**src/rtl/hcbd_pkg.sv**
```systemverilog
// Package for the HTTP chunked body decoder: parse state codes, status codes,
// character constants, result struct and the hex digit decoder.
// No dependencies.
`default_nettype none
package hcbd_pkg;

    localparam int SIZE_BITS = 32;
    localparam int LEN_W     = 32;
    localparam int ST_W      = 4;

    localparam logic [ST_W-1:0] ST_START    = 4'd0;
    localparam logic [ST_W-1:0] ST_SIZE     = 4'd1;
    localparam logic [ST_W-1:0] ST_EXT      = 4'd2;
    localparam logic [ST_W-1:0] ST_CR1      = 4'd3;
    localparam logic [ST_W-1:0] ST_LF1      = 4'd4;
    localparam logic [ST_W-1:0] ST_DATA     = 4'd5;
    localparam logic [ST_W-1:0] ST_CR2      = 4'd6;
    localparam logic [ST_W-1:0] ST_TRAIL    = 4'd7;
    localparam logic [ST_W-1:0] ST_TRAIL_CR = 4'd8;
    localparam logic [ST_W-1:0] ST_TRAIL_LF = 4'd9;
    localparam logic [ST_W-1:0] ST_CR3      = 4'd10;

    localparam logic [1:0] STAT_RUN  = 2'd0;
    localparam logic [1:0] STAT_DONE = 2'd1;
    localparam logic [1:0] STAT_BAD  = 2'd2;

    localparam logic [7:0] CH_CR = 8'h0D;
    localparam logic [7:0] CH_LF = 8'h0A;

    typedef struct packed {
        logic [LEN_W-1:0] chunk_length;
        logic             final_chunk;
        logic [7:0]       data_byte;
        logic             data_valid;
        logic [1:0]       status;
    } result_t;

    typedef struct packed {
        logic       ok;
        logic [3:0] value;
    } hex_t;

    function automatic hex_t hex_decode(input logic [7:0] b);
        hex_t h;
        h.ok    = 1'b1;
        h.value = 4'd0;
        if (b >= 8'h30 && b <= 8'h39) begin
            h.value = 4'(b - 8'h30);
        end else if (b >= 8'h61 && b <= 8'h66) begin
            h.value = 4'(b - 8'h57);
        end else if (b >= 8'h41 && b <= 8'h46) begin
            h.value = 4'(b - 8'h37);
        end else begin
            h.ok = 1'b0;
        end
        return h;
    endfunction

endpackage
`default_nettype wire

```
**src/rtl/hcbd_in_stage.sv**
```systemverilog
// Input register of the chunked body decoder: holds one body byte word.
// Depends on nothing beyond the stream handshake.
`default_nettype none
module hcbd_in_stage (
    input  wire logic       aclk,
    input  wire logic       aresetn,
    input  wire logic       s_tvalid,
    output logic            s_tready,
    input  wire logic [7:0] s_tdata,    // [7:0] in_byte
    input  wire logic       advance,
    output logic            byte_valid,
    output logic [7:0]      byte_data
);

    logic       valid_reg;
    logic [7:0] byte_reg;

    assign s_tready   = !valid_reg || advance;
    assign byte_valid = valid_reg;
    assign byte_data  = byte_reg;

    always_ff @(posedge aclk) begin
        if (!aresetn) begin
            valid_reg <= 1'b0;
        end else if (s_tready) begin
            valid_reg <= s_tvalid;
        end
    end

    always_ff @(posedge aclk) begin
        if (s_tvalid && s_tready) begin
            byte_reg <= s_tdata;
        end
    end

endmodule
`default_nettype wire

```
**src/rtl/hcbd_fsm.sv**
```systemverilog
// Parse state machine of the chunked body decoder: size, extension, payload
// and trailer tracking. Uses hcbd_pkg.
`default_nettype none
module hcbd_fsm (
    input  wire logic            aclk,
    input  wire logic            aresetn,
    input  wire logic            step,
    input  wire logic [7:0]      in_byte,
    output hcbd_pkg::result_t    res
);

    logic [hcbd_pkg::ST_W-1:0]      state_reg, state_next;
    logic [hcbd_pkg::SIZE_BITS-1:0] chunk_size_reg, chunk_size_next;
    logic [hcbd_pkg::SIZE_BITS-1:0] payload_count_reg, payload_count_next;
    logic [hcbd_pkg::LEN_W+hcbd_pkg::SIZE_BITS-1:0] len_wide;
    hcbd_pkg::hex_t hex;
    logic           take_len;

    assign hex      = hcbd_pkg::hex_decode(in_byte);
    assign len_wide = {{hcbd_pkg::LEN_W{1'b0}}, chunk_size_reg};

    always_comb begin
        state_next         = state_reg;
        chunk_size_next    = chunk_size_reg;
        payload_count_next = payload_count_reg;
        res.status         = hcbd_pkg::STAT_RUN;
        res.data_valid     = 1'b0;
        res.final_chunk    = 1'b0;
        take_len           = 1'b0;
        unique case (state_reg)
            hcbd_pkg::ST_START: begin
                payload_count_next = '0;
                if (hex.ok) begin
                    chunk_size_next = hcbd_pkg::SIZE_BITS'(hex.value);
                    state_next      = hcbd_pkg::ST_SIZE;
                end else begin
                    res.status = hcbd_pkg::STAT_BAD;
                end
            end
            hcbd_pkg::ST_SIZE: begin
                if (hex.ok) begin
                    if (chunk_size_reg[hcbd_pkg::SIZE_BITS-1 -: 4] != 4'd0) begin
                        res.status = hcbd_pkg::STAT_BAD;
                    end else begin
                        chunk_size_next = {chunk_size_reg[hcbd_pkg::SIZE_BITS-5:0], hex.value};
                    end
                end else if (in_byte == hcbd_pkg::CH_CR) begin
                    state_next = hcbd_pkg::ST_CR1;
                end else begin
                    state_next = hcbd_pkg::ST_EXT;
                end
            end
            hcbd_pkg::ST_EXT: begin
                if (in_byte == hcbd_pkg::CH_CR) begin
                    state_next = hcbd_pkg::ST_CR1;
                end
            end
            hcbd_pkg::ST_CR1: begin
                if (in_byte == hcbd_pkg::CH_LF) begin
                    state_next = hcbd_pkg::ST_LF1;
                end else begin
                    res.status = hcbd_pkg::STAT_BAD;
                end
            end
            hcbd_pkg::ST_LF1: begin
                if (chunk_size_reg == '0) begin
                    state_next = (in_byte == hcbd_pkg::CH_CR) ? hcbd_pkg::ST_CR3
                                                              : hcbd_pkg::ST_TRAIL;
                end else begin
                    payload_count_next = hcbd_pkg::SIZE_BITS'(1);
                    res.data_valid     = 1'b1;
                    state_next         = hcbd_pkg::ST_DATA;
                end
            end
            hcbd_pkg::ST_DATA: begin
                if (payload_count_reg < chunk_size_reg) begin
                    payload_count_next = payload_count_reg + hcbd_pkg::SIZE_BITS'(1);
                    res.data_valid     = 1'b1;
                end else if (payload_count_reg == chunk_size_reg &&
                             in_byte == hcbd_pkg::CH_CR) begin
                    state_next = hcbd_pkg::ST_CR2;
                end else begin
                    res.status = hcbd_pkg::STAT_BAD;
                end
            end
            hcbd_pkg::ST_CR2: begin
                if (in_byte == hcbd_pkg::CH_LF) begin
                    state_next = hcbd_pkg::ST_START;
                    res.status = hcbd_pkg::STAT_DONE;
                    take_len   = 1'b1;
                end else begin
                    res.status = hcbd_pkg::STAT_BAD;
                end
            end
            hcbd_pkg::ST_TRAIL: begin
                if (in_byte == hcbd_pkg::CH_CR) begin
                    state_next = hcbd_pkg::ST_TRAIL_CR;
                end
            end
            hcbd_pkg::ST_TRAIL_CR: begin
                if (in_byte == hcbd_pkg::CH_LF) begin
                    state_next = hcbd_pkg::ST_TRAIL_LF;
                end else begin
                    res.status = hcbd_pkg::STAT_BAD;
                end
            end
            hcbd_pkg::ST_TRAIL_LF: begin
                state_next = (in_byte == hcbd_pkg::CH_CR) ? hcbd_pkg::ST_CR3
                                                          : hcbd_pkg::ST_TRAIL;
            end
            hcbd_pkg::ST_CR3: begin
                if (in_byte == hcbd_pkg::CH_LF) begin
                    res.status      = hcbd_pkg::STAT_DONE;
                    res.final_chunk = 1'b1;
                    take_len        = 1'b1;
                end else begin
                    res.status = hcbd_pkg::STAT_BAD;
                end
            end
            default: begin
                res.status = hcbd_pkg::STAT_BAD;
            end
        endcase
        res.data_byte    = res.data_valid ? in_byte : 8'd0;
        res.chunk_length = take_len ? len_wide[hcbd_pkg::LEN_W-1:0] : '0;
    end

    always_ff @(posedge aclk) begin
        if (!aresetn) begin
            state_reg         <= hcbd_pkg::ST_START;
            chunk_size_reg    <= '0;
            payload_count_reg <= '0;
        end else if (step) begin
            state_reg         <= state_next;
            chunk_size_reg    <= chunk_size_next;
            payload_count_reg <= payload_count_next;
        end
    end

    a_data_in_range: assert property (@(posedge aclk) disable iff (!aresetn)
        state_reg == hcbd_pkg::ST_DATA |-> payload_count_reg <= chunk_size_reg)
        else $error("payload count ran past chunk size");

    a_bad_holds: assert property (@(posedge aclk) disable iff (!aresetn)
        step && res.status == hcbd_pkg::STAT_BAD
        |=> $stable(state_reg) && $stable(chunk_size_reg))
        else $error("malformed byte changed parse state");

    a_payload_running: assert property (@(posedge aclk) disable iff (!aresetn)
        res.data_valid |-> res.status == hcbd_pkg::STAT_RUN &&
                           (state_reg == hcbd_pkg::ST_LF1 || state_reg == hcbd_pkg::ST_DATA))
        else $error("payload byte outside payload states");

endmodule
`default_nettype wire

```
**src/rtl/hcbd_out_stage.sv**
```systemverilog
// Result register of the chunked body decoder: holds one result word for
// the master side. Uses hcbd_pkg.
`default_nettype none
module hcbd_out_stage (
    input  wire logic              aclk,
    input  wire logic              aresetn,
    input  wire logic              res_valid,
    input  hcbd_pkg::result_t      res,
    output logic                   advance,
    output logic                   m_tvalid,
    input  wire logic              m_tready,
    output logic [39:0]            m_tdata,   // [7:0] data_byte, [39:8] chunk_length
    output logic [2:0]             m_tuser,   // [1:0] status, [2] data_valid
    output logic                   m_tlast    // final_chunk
);

    logic              valid_reg;
    hcbd_pkg::result_t res_reg;

    assign advance  = !valid_reg || m_tready;
    assign m_tvalid = valid_reg;
    assign m_tdata  = {res_reg.chunk_length, res_reg.data_byte};
    assign m_tuser  = {res_reg.data_valid, res_reg.status};
    assign m_tlast  = res_reg.final_chunk;

    always_ff @(posedge aclk) begin
        if (!aresetn) begin
            valid_reg <= 1'b0;
        end else if (advance) begin
            valid_reg <= res_valid;
        end
    end

    always_ff @(posedge aclk) begin
        if (advance && res_valid) begin
            res_reg <= res;
        end
    end

endmodule
`default_nettype wire

```
**src/rtl/http_chunked_body_decoder_unit.sv**
```systemverilog
// HTTP/1.1 chunked body decoder, one body byte word in and one result word out.
// A result word shows on m_ at the edge its byte leaves the input register.
// Throughput: one word per cycle while m_tready does not hold the result register.
// Reset: synchronous active-low aresetn empties both registers and returns the
// parser to waiting for the first size digit; no clearing pass.
`default_nettype none
module http_chunked_body_decoder_unit (
    input  wire logic        aclk,
    input  wire logic        aresetn,
    input  wire logic        s_tvalid,
    output logic             s_tready,
    input  wire logic [7:0]  s_tdata,   // [7:0] in_byte
    output logic             m_tvalid,
    input  wire logic        m_tready,
    output logic [39:0]      m_tdata,   // [7:0] data_byte, [39:8] chunk_length
    output logic [2:0]       m_tuser,   // [1:0] status, [2] data_valid
    output logic             m_tlast    // final_chunk
);

    logic              advance;
    logic              byte_valid;
    logic [7:0]        byte_data;
    hcbd_pkg::result_t res;

    hcbd_in_stage u_in (
        .aclk       (aclk),
        .aresetn    (aresetn),
        .s_tvalid   (s_tvalid),
        .s_tready   (s_tready),
        .s_tdata    (s_tdata),
        .advance    (advance),
        .byte_valid (byte_valid),
        .byte_data  (byte_data)
    );

    hcbd_fsm u_fsm (
        .aclk    (aclk),
        .aresetn (aresetn),
        .step    (byte_valid && advance),
        .in_byte (byte_data),
        .res     (res)
    );

    hcbd_out_stage u_out (
        .aclk      (aclk),
        .aresetn   (aresetn),
        .res_valid (byte_valid),
        .res       (res),
        .advance   (advance),
        .m_tvalid  (m_tvalid),
        .m_tready  (m_tready),
        .m_tdata   (m_tdata),
        .m_tuser   (m_tuser),
        .m_tlast   (m_tlast)
    );

endmodule
`default_nettype wire
```
**config.mk**
```make
export PLATFORM = sky130hd
export DESIGN_NAME = http_chunked_body_decoder_unit
export DESIGN_NICKNAME = d
export VERILOG_FILES = /design/src/rtl/hcbd_pkg.sv /design/src/rtl/hcbd_in_stage.sv /design/src/rtl/hcbd_fsm.sv /design/src/rtl/hcbd_out_stage.sv /design/src/rtl/http_chunked_body_decoder_unit.sv
export SDC_FILE = /design/constraint.sdc
export NUM_CORES = 1
export LEC_CHECK = 0
export ABC_CLOCK_PERIOD_IN_PS = 7670
export BUFFER_PORTS_ARGS = -buffer_cell sky130_fd_sc_hd__buf_2
export CAP_MARGIN = 20
export CORE_AREA = 3 3 101 113
export CTS_BUF_LIST = sky130_fd_sc_hd__clkbuf_4 sky130_fd_sc_hd__clkbuf_8
export DETAILED_ROUTE_END_ITERATION = 16
export DIE_AREA = 0 0 104 116
export GPL_ROUTABILITY_DRIVEN = 0
export PLACE_DENSITY_LB_ADDON = 0.05
export SLEW_MARGIN = 10
export SYNTH_ARGS = -nofsm -noshare
export SYNTH_HDL_FRONTEND = slang
export SYNTH_HIERARCHICAL = 1
export SYNTH_SLANG_ARGS = --single-unit
```
**constraint.sdc**
```tcl
create_clock -name aclk -period 7.67 [get_ports aclk]
set_input_delay 2.301 -clock aclk [delete_from_list [all_inputs] [get_ports aclk]]
set_output_delay 2.301 -clock aclk [all_outputs]
set_load 0.005 [all_outputs]
```
==> metrics.csv <==
metric,value,unit
Total GRT Usage,0.218,
IO Count,58,
power share of the combinational group,0.041,
setup repair bufs after CTS,0,
GRT Residual Overflow,0,
Worst Path Max Fanout,4,
Syn. warnings,6,
clock root cell,clkbuf_8,
hold depth,2,
synthesized cell area,0.00619,mm^2
final hold vios,0,
"EDFF count, synth",52,
largest net degree at the start of global routing,53,
Initial Util,0.598,
setup violators final,0,
clock slew at reported path FFs,0.08,ns
DRT iter0 DRCs,340,
Post-Layout Cell Count,844,
IO Port Bufs,57,
area grow syn2layout,12.2,%
min-delay src,u_fsm/payload_count_reg[31],
max reg flops,40,
Most used DFF post-synth,dfxtp_1,
CTS H-tree depth,4,
Post-CTS Resized,0,
clock share of power,0.433,
Worst Slack Setup Final,2.56,ns
post-route antenna net violation count,0,
nets@finish,737,
Pint,1.01,mW
Pins Over Slew Limit,0,
fin crit share,0.666,
status,completed,
min cycle time layout,5.11,ns
dpl ws,2.55,ns
CTS max path bufs,2,
crit path kind,input port to output pin,
end of the worst register-to-register path,u_out/m_tdata[0],
WL/cell,15.5,um
Min-Delay Path Class,flop to flop,
global-route wire length before repair,21.1,mm
"Req. time, crit path",5.37,ns
hold_ws,0.498,ns
Die Y,116,um
cell count of the worst reg-to-reg path,9,
"commonest non-fill, non-tap cell in the layout",dfxtp_1,
maximum capacitance violations,0,
Placeable Area,0.0103,mm^2
Cell Pwr Density,191,mW/mm^2
dpl hpwl,9.11,mm
"commonest cells after routing, fill and taps aside","70 x dfxtp_1, 57 x buf_2, 52 x edfxtp_1, 49 x nor2_1, 47 x a21oi_1",
vias in the first global route,4228,
Final Util,0.672,
initial antenna violation count,0,
Worst R2R Setup Slack,4.44,ns
CTS Hold Bufs,0,
chip width,104,um
via/cell ratio,5.80,
Sw Ratio,0.242,
Post-Syn Nets,689,
layout cells sized above 1,0.150,
syn_area_per_cell,9.67,um^2
"wirelength, routed",13.1,mm
Worst setup EP type,output pin,
"FFs w/ async S/R, synth",0,
insertion delay to the later sink of the worst-skew pair,0.43,ns
"Seq/Total Area, Yosys",0.479,
Leak,2.48,nW
CTS sink cnt,122,
Hold EP,u_fsm/payload_count_reg[31],
Remaining DRCs,0,
die footprint,0.0121,mm^2
cell row count,39,
routed via count,4895,
unrepaired setup endpoints after global routing,no,
CTS Buf Count,17,
NetSw,0.321,mW
#FFs+latches synth,122,
Max Freq,196,MHz
Worst IR Drop VDD,0.114,mV
Placed Cells incl. Taps,811,
Slew headroom,0.321,
final setup TNS,0,ns
critical path arrival,2.81,ns
Clock Skew,0.0119,ns
reg2reg start,u_fsm/chunk_size_reg[15],
Worst setup SP type,input port,
Cells after Synth,640,
part of the power in registers,0.525,
antenna cells,0,
First-pass DRT Iterations,5,
post-synth cell types,66,
CTS tree,built,
Worst-Margin Slew,1.02,ns
## cell families after synthesis
logic type                 after synthesis  synth area share
AOI/OAI and AO/OA                      152             0.161
xor gates and xnor gates                 6           0.00849
adders and majority gates               37            0.0748
DFF                                    122             0.479
and+or+nand+nor                        247             0.225
buffers and inverters                   73            0.0465
muxes                                    3           0.00485
## metal layers
layer / wire length (um) / vias to the layer above / track usage / part of all wire
met5: 0 / - / 0 / 0
met4: 135 / 0 / 0.0762 / 0.010
met3: 670 / 15 / 0.0474 / 0.051
met2: 5900 / 161 / 0.336 / 0.45
met1: 6370 / 2256 / 0.307 / 0.49
li1: - / 2463 / - / -
## worst max path at each step
stage | from | endpoint | slack, ns | depth (start not counted)
3_5_place_dp | m_tready | s_tready | 2.55 | 4
6_report | m_tready | s_tready | 2.56 | 4
2_1_floorplan | m_tready | s_tready | 2.79 | 2
5_1_grt | m_tready | s_tready | 2.53 | 4
4_1_cts | m_tready | s_tready | 2.56 | 4
3_3_place_gp | m_tready | s_tready | 2.56 | 4
## synth_stat cells, types with 7 or more instances
master / count / share of area
a22oi_1: 29 / 0.035
and3_1: 7 / 0.0071
nor3_1: 7 / 0.0057
ha_1: 37 / 0.075
and2_1: 42 / 0.042
nand4_1: 20 / 0.020
or3_1: 21 / 0.021
a21oi_1: 47 / 0.038
o21ai_1: 8 / 0.0065
nor2_1: 49 / 0.030
clkbuf_1: 23 / 0.014
edfxtp_1: 52 / 0.25
o21ai_0: 23 / 0.019
nor4_1: 10 / 0.010
nand3_1: 19 / 0.015
nand2_1: 33 / 0.020
o31ai_1: 8 / 0.0097
inv_1: 41 / 0.025
dfxtp_1: 70 / 0.23
or4_1: 9 / 0.011
## stage by stage
stage               power (mW)  cell area, um^2
floorplan                0.746             6190
global placement         0.765             6540
detailed placement       0.767             6540
CTS                       1.34             6940
global route              1.38             6950
finish                    1.33             6950
## area by class of cell
class / instances / area [um^2]
Clock buffer: 17 / 234
Timing Repair Buffer: 60 / 312
Tap cell: 143 / 179
Multi-Input combinational cell: 445 / 2940
Inverter: 42 / 158
Clock inverter: 15 / 164
Fill cell: 859 / 3400
Sequential cell: 122 / 2960
## worst max-delay path, cell delays in order
cell and delay [ns]:
buf_2 0.09, nand2b_4 0.14, nand2b_4 0.15, buf_2 0.12
## power by group through the flow
stage / Clock, mW / Sequential (mW) / Combinational [mW]
CTS: 0.584 / 0.697 / 0.0546
finish: 0.575 / 0.697 / 0.0549
floorplan: 0 / 0.712 / 0.0340
detailed placement: 0 / 0.712 / 0.0543
global placement: 0 / 0.712 / 0.0531
global route: 0.616 / 0.699 / 0.0612
(Power assumes the default switching activity.)
